--- src/hdl/fbfl_pkg.sv ---
`timescale 1ns / 1ps

package fbfl_pkg;

   localparam int unsigned MAX_BLOCKS_DEF = 256;
   localparam int unsigned BLOCK_W = 8;
   localparam int unsigned COUNT_W = 9;
   localparam int unsigned LIST_LIMIT = 256;

   localparam logic [1:0] MODE_WRITE = 2'd0;
   localparam logic [1:0] MODE_READ  = 2'd1;
   localparam logic [1:0] MODE_FREE  = 2'd2;
   localparam logic [1:0] MODE_QUERY = 2'd3;

   localparam logic [1:0] STATUS_OK      = 2'd0;
   localparam logic [1:0] STATUS_MISSING = 2'd1;
   localparam logic [1:0] STATUS_FREED   = 2'd2;
   localparam logic [1:0] STATUS_FULL    = 2'd3;

   typedef struct packed {
      logic [BLOCK_W-1:0] blk;
      logic [COUNT_W-1:0] free_count;
      logic               cmp_en;
      logic               remove_en;
      logic               append_en;
   } cell_ctrl_type;

endpackage

--- src/hdl/fbfl_cell.sv ---
`timescale 1ns / 1ps

module fbfl_cell #(
   parameter int unsigned INDEX = 0
) (
   input  logic                           clock,
   input  logic                           reset,
   input  fbfl_pkg::cell_ctrl_type        ctrl,
   input  logic [fbfl_pkg::BLOCK_W-1:0]   entry_next,
   input  logic                           shift_in,
   output logic                           shift_out,
   output logic                           match,
   output logic [fbfl_pkg::BLOCK_W-1:0]   entry
);
   import fbfl_pkg::*;

   localparam logic [COUNT_W-1:0] IDX = COUNT_W'(INDEX);

   logic [BLOCK_W-1:0] entry_ff;
   logic [BLOCK_W-1:0] entry_in;
   logic               match_ff;
   logic               match_in;
   logic               occupied;

   assign occupied  = ctrl.free_count > IDX;
   assign shift_out = shift_in | match_ff;

   always_comb begin
      match_in = match_ff;
      if (ctrl.cmp_en) begin
         match_in = occupied && (entry_ff == ctrl.blk);
      end
   end

   always_comb begin
      entry_in = entry_ff;
      if (ctrl.remove_en && shift_out) begin
         entry_in = entry_next;
      end else if (ctrl.append_en && (ctrl.free_count == IDX)) begin
         entry_in = ctrl.blk;
      end
   end

   always_ff @(posedge clock) begin
      entry_ff <= entry_in;
   end

   always_ff @(posedge clock) begin
      if (reset) begin
         match_ff <= 1'b0;
      end else begin
         match_ff <= match_in;
      end
   end

   assign match = match_ff;
   assign entry = entry_ff;

endmodule
--- config.mk ---
export PLATFORM = sky130hd
export DESIGN_NAME = fbfl_cell
export DESIGN_NICKNAME = d
export VERILOG_FILES = /design/src/hdl/fbfl_pkg.sv /design/src/hdl/fbfl_cell.sv
export SDC_FILE = /design/constraint.sdc
export NUM_CORES = 1
export LEC_CHECK = 0
export BUFFER_PORTS_ARGS = -buffer_cell sky130_fd_sc_hd__buf_4
export CAP_MARGIN = 20
export CORE_MARGIN = 2
export CORE_UTILIZATION = 37
export CTS_CLUSTER_SIZE = 16
export DETAILED_ROUTE_END_ITERATION = 7
export PLACE_DENSITY = 0.77
export SLEW_MARGIN = 15
export SYNTH_ARGS = -nofsm -noshare
export SYNTH_HDL_FRONTEND = slang
export SYNTH_SLANG_ARGS = --single-unit
--- constraint.sdc ---
create_clock -name clock -period 2.1 [get_ports clock]
set_input_delay 0.42 -clock clock [delete_from_list [all_inputs] [get_ports clock]]
set_output_delay 0.42 -clock clock [all_outputs]
set_load 0.05 [all_outputs]
==> flow_summary.toml, run 1 <==
[status]
status = "completed"

[detailed_routing]
vias = 465
first_pass_iters = 2
routedWlPerCell_um = 11.77
wl_um = 1165
drc = 0
viasPerCell = 4.697
drtAntennaViolNets = 0
drt-initial-drc-count = 2

[cts]
cts_root_buf = "clkbuf_4"
cts_tree = "done"
cts_setup_buffers = 0
cts.path.max_buffers = 2
htreeDepth = 1
cts_hold_buf = 0
cts_resized = 0
clkTransAtPathRegs_ns = 0.06
cts_sinks = 9
cts_buffers = 3
insertion_delay_ns = 0.26

[logic_synthesis]
yosysTopAreaCell = "edfxtp_1"
ys_types = 18
syn-num-nets = 70
yosys_register_bits = 9
synth_xor_area_frac = 0.1383
yosys.area_share.simple = 0.1432
synth_edf_count = 8
synth.area.top_cells = "edfxtp_1 (47%), mux2_2 (18%), xnor2_1 (6.9%), xor2_1 (6.9%), dfxtp_1 (4.0%)"
ys_top_cells_by_count = "edfxtp_1 (8), mux2_2 (8), xnor2_1 (4), xor2_1 (4), nor2_1 (2)"
synthMuxAreaShare = 0.1778
synth_flop_cell = "edfxtp_1"
synthArstFlopShare = 0
synth_top_family_by_area = "multiplexers"
yosysTopAreaCellShare = 0.4741
yosys_warnings = 0
ys_seq_area_frac = 0.5136
synthAdderAreaFrac = 0
syn_area_um2 = 506.7
avgSynthCellArea_um2 = 12.99
postSynthCellCount = 39
synth_compound_area_frac = 0.01975

[power_and_ir_drop]
total_power_mw = 0.4680
leakagePower_nw = 0.3811
p_per_area_mw_per_mm2 = 544.4
peakVddDrop_uv = 463.0

[placed_design]
place_inst = 95
gp_congestion = 0.7436
io_buffers = 40

[sta]
clock_skew_ns = 0.005866
setup_tns_ns = 0
tightestPinTransition_ns = 0.2179
finalSetupViolCount = 0
slew_headroom = 0.8534
hold_viol_final = 0
layout_min_cycle_time_ns = 1.467
max_freq_mhz = 681.6
period_share = 0.6986
drv_slew = 0
rsz0062_at_grt = "no"

[cells_and_area]
ff_latch_area_um2 = 260.3
fill_cells = 115
utilization = 0.6689
nets = 116
drive_above_1_share = 0.6429
antenna_cells = 0
area_delta_synth_final_pct = 69.63
multi_input_area_um2 = 242.7
fin_cells = 99

[hold_path]
min_path_type = "in -> reg"

[die]
die_height_um = 41.01
num_rows = 13
die-area_mm2 = 0.001681
die-width_um = 41.01
io_pins = 41
coreArea_mm2 = 0.001285
initial_core_util = 0.3944

[critical_path]
slowest_stage = "dfxtp_1"
crit_chain = "or2_1 -> buf_4"
endpoint_kind = "output pin"
cpPeakStageDelay_ns = 0.32
critical_path.startpoint_type = "flip-flop"
path_max_fanout = 3
r2r_setup_slack_ns = 0.76
path_class = "reg -> out"
cp.required_ns = 1.68
worstPathArrival_ns = 1.05

[global_route]
antenna_found_initial = 0
grtUsageTotal = 0.1771
grt_pass1_wl_um = 1773
grt_overflow_total = 0
grt_max_degree = 10
grt_pass1_vias = 422

[run]
maxCapViolations = 0
[state kept, by name, indices dropped and copies added, names as in the netlist]
signal  flops
match       1
entry       8
[metal layers]
| metal | vias up | part of all wire | track usage |
|---|---|---|---|
| met5 | - | 0 | 0 |
| met4 | 0 | 0.0086 | 0.1000 |
| met3 | 2 | 0.091 | 0.08696 |
| met2 | 23 | 0.55 | 0.2930 |
| met1 | 205 | 0.35 | 0.1787 |
| li1 | 235 | - | - |
[path summary, 6_finish.rpt]
check / startpoint / end / cells past startpoint
worst max-delay path: match / shift_out / 2
worst min-delay path: reset / match / 4
worst max register to register: match / entry[3] / 3
worst min register to register: match / match / 2
[worst max-delay path, delay by kind of cell (launching register included)]
kind                   cells  cell delay [ns]
flip-flops                 1             0.32
buffers and inverters      1             0.20
AND/OR/NAND/NOR            1             0.27
[layout make-up]
class                      count  share of cell area
clock buffer                   4             0.03057
inverter                       1            0.004367
multi-input combinational     29              0.2824
sequential                     9              0.3028
tap                           15             0.02183
timing repair buffer          41              0.3581
[per-stage QoR]
stage | hold slack [ns] | setup WS, ns | area [µm²]
2_1_floorplan | 0.5825 | 0.07872 | 506.7
3_3_place_gp | 0.4547 | 0.5396 | 833.3
3_5_place_dp | 0.4699 | 0.5333 | 833.3
4_1_cts | 0.4206 | 0.6189 | 859.6
5_1_grt | 0.4328 | 0.5928 | 859.6
6_report | 0.4234 | 0.6329 | 859.6
[where the power goes]
group	internal [mW]	switching, mW	total, mW
registers	0.206	0.00526	0.211
logic	0.0688	0.0608	0.130
clock network	0.0728	0.0546	0.127
[layout by cell type, fill, tap and decap left out]
cell,count
inv_1,1
or2_1,1
xor2_1,4
edfxtp_1,8
dfxtp_1,1
o21ai_0,1
nand3_1,1
nand4b_1,1
mux2_2,8
nand4_1,1
nor4_2,1
clkbuf_1,1
xnor2_1,4
o21ai_1,1
clkbuf_4,3
nor4_1,1
buf_4,41
nor2_1,2
nand2_1,1
nand2_4,1
nor3_1,1
[cell families after synthesis]
family,count (synthesis)
DFF,9
buffers and inverters,1
muxes,8
AOI/OAI and AO/OA,2
and+or+nand+nor,11
xor gates and xnor gates,8
Power figures use the tool's default switching activity.
==> run 2: changes to the inputs <==
- CORE_UTILIZATION: 37 -> 33
- PLACE_DENSITY: 0.77 -> 0.72
- clock period: 2.1 -> 1.2 ns (I/O delays scaled with it)
==> run 2 against run 1 <==
  * The flow now finishes with violations (negative setup slack)
  * Final cell count increased by 3.0%
  * Utilization fell by 3.3 points
  * Critical path depth increased by 1
  * Setup slack worse by 0.71 ns
  * Total power up 80%
  * Sequential cell count is the same
  * Register-to-register slack lost 0.84 ns
  * Via count increased by 3.0%
  * Clock power increased by 71%
  * Combinational power is 100% higher
  * Sequential power increased by 74%
  * Global-route usage shrank 1.8 points
  * Largest cell class unchanged
==> flow_summary.toml, run 2 (synthesis gave the netlist of run 1 again) <==
[sta]
max_freq_mhz = 782.9
slew_headroom = 0.8397
tightestPinTransition_ns = 0.2383
postLayoutSetupSlackWorst_ns = -0.07729
period_share = 1.064
setup_tns_ns = -0.6041
drv_slew = 0
layout_min_cycle_time_ns = 1.277
finalSetupViolCount = 9
fin_hold_ws_ns = 0.2484
hold_viol_final = 0
rsz0062_at_grt = "yes"
clock_skew_ns = 0.001994

[status]
status = "finished, violations left"
violations = "negative setup slack"

[cts]
cts_hold_buf = 0
cts.path.max_buffers = 2
clkTransAtPathRegs_ns = 0.05
cts_setup_buffers = 0
cts_sinks = 9
cts_buffers = 3
cts_root_buf = "clkbuf_4"
cts_tree = "done"
insertion_delay_ns = 0.25
htreeDepth = 1

[die]
num_rows = 14
coreArea_mm2 = 0.001471
die_height_um = 43.19
initial_core_util = 0.3444
io_pins = 41
die-area_mm2 = 0.001865
die-width_um = 43.19

[cells_and_area]
fill_cells = 125
fin_cells = 102
final_common_cell = "buf_4"
largest_reg_flops = 8
utilization = 0.6361
final_cell_mix = "buf_4 (40), mux2_4 (8), edfxtp_1 (8)"
antenna_cells = 0
area_delta_synth_final_pct = 84.69
nets = 118
drive_above_1_share = 0.6860
stdcell_area_um2 = 935.9
ff_latch_area_um2 = 264.0
multi_input_area_um2 = 299.0

[detailed_routing]
drtAntennaViolNets = 0
drt-initial-drc-count = 6
wl_um = 1331
viasPerCell = 4.696
vias = 479
first_pass_iters = 4
routedWlPerCell_um = 13.05
drc = 0

[placed_design]
place_inst = 97
placed_cell_area_um2 = 890.9
gp_congestion = 0.7384
place_hpwl_um = 1074
place_ws_ns = -0.1752
io_buffers = 40

[power_and_ir_drop]
peakVddDrop_uv = 566.1
p_per_area_mw_per_mm2 = 902.1
leakagePower_nw = 0.4348
total_power_mw = 0.8443

[critical_path]
slowest_stage = "dfxtp_4"
r2r-end = "entry[2]"
endpoint_kind = "flip-flop"
r2r_setup_slack_ns = -0.08
path_buf_inv = 0
critical_path.startpoint_type = "flip-flop"
path_max_fanout = 5
crit_path_start = "match"
worstPathArrival_ns = 1.28
crit_chain = "or2_4 -> nand2_8 -> mux2_4"
path_class = "reg -> reg"
cpPeakStageDelay_ns = 0.34
cp.depth = 3
crit_family = "simple AND/OR/NAND/NOR gates"
crit_end = "entry[2]"
r2r-start = "match"
r2r_cells = 3
cp.required_ns = 1.20

[global_route]
grtUsageTotal = 0.1592
grt_pass1_vias = 498
grt_pass1_wl_um = 2063
antenna_found_initial = 0
grt_overflow_total = 0
met2_usage = 0.2597
gr-max-usage-layer = "met2"
grt_max_degree = 10
globalRouteMet3Util = 0.06809
grt_use_met1 = 0.1720

[hold_path]
min_path_type = "in -> reg"

[run]
maxCapViolations = 0
run 2: changes by cell type in the layout (fill, tap and decap cells not counted):
cell	delta
nand2_8	+1
buf_6	+2
buf_4	-1
dfxtp_1	-1
mux2_4	+8
o21ai_0	-1
or2_1	-1
o21ai_2	+1
mux2_2	-8
dfxtp_4	+1
or2_4	+1
run 2: power breakdown:
| part | switching, mW | leakage (nW) | total (mW) | internal (mW) |
|---|---|---|---|---|
| logic | 0.120 | 0.336 | 0.260 | 0.140 |
| registers | 0.00894 | 0.0840 | 0.367 | 0.358 |
| clock network | 0.0901 | 0.0150 | 0.217 | 0.127 |
| total | 0.219 | 0.435 | 0.844 | 0.625 |
run 2: worst min-delay path by stage:
stage,from,end,cells after the start
final,reset,match,4
after floorplan,reset,match,3
after CTS,reset,match,4
after global routing,reset,match,4
after global placement,reset,match,4
after detailed placement,reset,match,4
run 2: tightest hold or removal path, stage by stage:
cell     delay (ns)
buf_4          0.09
nor2_1         0.03
nand2_1        0.05
o21ai_1        0.05
run 2: repair_timing:
item,in CTS,in global routing
resized for setup,0,2
cloned,0,1
endpoints found under the setup margin,10,18
pin swaps,3,2
endpoints found under the hold margin,0,0
run 2: final cells by class:
cell class | count | share of cell area
timing repair buffer | 42 | 0.3449
inverter | 1 | 0.004011
multi-input combinational | 30 | 0.3195
clock buffer | 4 | 0.02807
tap | 16 | 0.02139
sequential | 9 | 0.2821
run 2: routing by layer:
| layer | wire length [µm] | part of all wire |
|---|---|---|
| met4 | 17 | 0.013 |
| met1 | 552 | 0.41 |
| met5 | 0 | 0 |
| met3 | 85 | 0.064 |
| met2 | 676 | 0.51 |
==> run 3: changes to the inputs <==
- ABC_AREA: not set -> 1
- CORE_UTILIZATION: 33 -> 36
- PLACE_DENSITY: 0.72 -> 0.73
==> run 3 against run 2 <==
  * The flow still finishes with violations (negative setup slack)
  * Clock power grew 12%
  * Count of clock-buffer cells in the layout unchanged
  * Non-clock buffer count increased by 2
  * Critical endpoint is now shift_out
==> flow_summary.toml, run 3 <==
[power_and_ir_drop]
total_power_mw = 0.8984
leakagePower_nw = 0.5588
p_per_area_mw_per_mm2 = 845.8
peakVddDrop_uv = 454.6

[cells_and_area]
antenna_cells = 0
area_delta_synth_final_pct = 71.52
utilization = 0.6814
drive_above_1_share = 0.4621
final_cell_mix = "buf_4 (41), nand2_1 (24), inv_1 (18)"
final_common_cell = "buf_4"
nets = 164
fill_cells = 138
largest_reg_flops = 8
multi_input_area_um2 = 320.3
ff_latch_area_um2 = 264.0

[logic_synthesis]
yosys_register_bits = 9
ys_top_cells_by_count = "nand2_1 (25), inv_1 (18), nor2_1 (15), edfxtp_1 (8), a21oi_1 (7)"
synthArstFlopShare = 0
yosys_warnings = 0
syn-num-nets = 116
ys_seq_area_frac = 0.4202
synth.area.top_cells = "edfxtp_1 (39%), nand2_1 (15%), inv_1 (11%), nor2_1 (9.1%), a21oi_1 (5.7%)"
synth_edf_count = 8
synth_most_common_cell = "nand2_1"
synth_flop_cell = "edfxtp_1"
syn_area_um2 = 619.3
yosysTopAreaCellShare = 0.3879
yosysTopAreaCell = "edfxtp_1"
postSynthCellCount = 85
ys_types = 14
avgSynthCellArea_um2 = 7.286

[detailed_routing]
vias = 693
drc = 0
dr_wl_met2_um = 901
first_pass_iters = 4
drtAntennaViolNets = 0
drt-initial-drc-count = 10
top_layer_used = "met4"
wl_um = 1746
viasPerCell = 4.682
dr_wl_met3_um = 152
routedWlPerCell_um = 11.80
wl_met1_um = 635

[cts]
cts_tree = "done"
cts.path.max_buffers = 2
cts_root_buf = "clkbuf_4"
clkTransAtPathRegs_ns = 0.06
cts_setup_buffers = 0
cts_buffers = 3
insertion_delay_ns = 0.27
htreeDepth = 1
cts_hold_buf = 0
cts_sinks = 9

[die]
num_rows = 14
die-width_um = 45.48
io_pins = 41
die-area_mm2 = 0.002068
initial_core_util = 0.3973
coreArea_mm2 = 0.001559
die_height_um = 45.48

[sta]
period_share = 1.053
setup_tns_ns = -0.09745
layout_min_cycle_time_ns = 1.263
hold_viol_final = 0
postLayoutSetupSlackWorst_ns = -0.06343
fin_hold_ws_ns = 0.1097
rsz0062_at_grt = "yes"
finalSetupViolCount = 2
max_freq_mhz = 791.5
drv_slew = 0
tightestPinTransition_ns = 0.1699
clock_skew_ns = 0.001742
slew_headroom = 0.8865

[critical_path]
path_max_fanout = 2
r2r-end = "entry[0]"
r2r_cells = 3
cpPeakStageDelay_ns = 0.34
r2r_setup_slack_ns = -0.03
r2r-start = "match"
path_buf_inv = 1
slowest_stage = "dfxtp_4"
worstPathArrival_ns = 1.02
critical_path.startpoint_type = "flip-flop"
crit_chain = "or2_4 -> buf_6"
cp.required_ns = 0.96
endpoint_kind = "output pin"
path_class = "reg -> out"
crit_family = "flip-flops"

[hold_path]
min_path_type = "in -> reg"
min_to = "match"
hp-start = "reset"
worstHoldPathCells = 2

[placed_design]
gp_congestion = 0.6980
io_buffers = 40
place_hpwl_um = 1361

[global_route]
grt_pass1_wl_um = 2456
grt_overflow_total = 0
grtUsageTotal = 0.1745
antenna_found_initial = 0
grt_pass1_vias = 631
grt_max_degree = 16

[status]
status = "finished, violations left"
violations = "negative setup slack"

[run]
maxCapViolations = 0
[run 3: cell types whose count changed in the layout (fill, tap and decap cells not counted), moves of 2 or more]
cell,change
inv_1,+17
nor2_4,+2
xnor2_1,-4
a21oi_1,+2
mux2_4,-7
nor2_1,+13
xor2_1,-4
nand2_1,+23
a21oi_2,+7
[run 3: repair_timing]
action                                  CTS  global route
resized for setup                         1             0
endpoints found under the setup margin    2             8
cloned                                    0             1
[run 3: cells by family after synthesis]
kind of cell,share of synthesized area
AND/OR/NAND/NOR,0.3354
buffers and inverters,0.1414
AO/OA/AOI/OAI,0.08485
flip-flops,0.4202
multiplexers,0.01818
[run 3: power by group]
group | switching (mW) | internal (mW) | total, mW
clock | 0.114 | 0.129 | 0.242
sequential | 0.0109 | 0.359 | 0.369
combinational | 0.147 | 0.139 | 0.287
[run 3: layout make-up]
type | count | area share
timing repair buffer | 44 | 0.3428
multi-input combinational | 57 | 0.3015
tap | 16 | 0.01885
clock buffer | 4 | 0.02473
inverter | 18 | 0.06360
sequential | 9 | 0.2485
[run 3: layer usage]
metal  up-vias  global-route usage
met1       299              0.1663
met3         5             0.05556
met2        35              0.3155
met4         0              0.1118
met5         -                   0
li1        354                   -
[run 3: worst max path at each step]
stage / to / slack (ns) / from / cells after the start
3_5_place_dp: entry[0] / -0.05 / shift_in / 4
6_report: shift_out / -0.06 / match / 2
2_1_floorplan: entry[0] / -0.19 / match / 3
4_1_cts: shift_out / -0.07 / match / 2
3_3_place_gp: entry[0] / -0.04 / shift_in / 4
5_1_grt: shift_out / -0.09 / match / 2
[run 3: through the flow]
step / setup WS (ns) / cell area (µm²) / cells
2_1_floorplan: -0.1874 / 671.9 / 85
3_3_place_gp: -0.04040 / 1007 / 143
3_5_place_dp: -0.05406 / 1007 / 143
4_1_cts: -0.06917 / 1037 / 147
5_1_grt: -0.08713 / 1062 / 148
6_report: -0.06343 / 1062 / 148
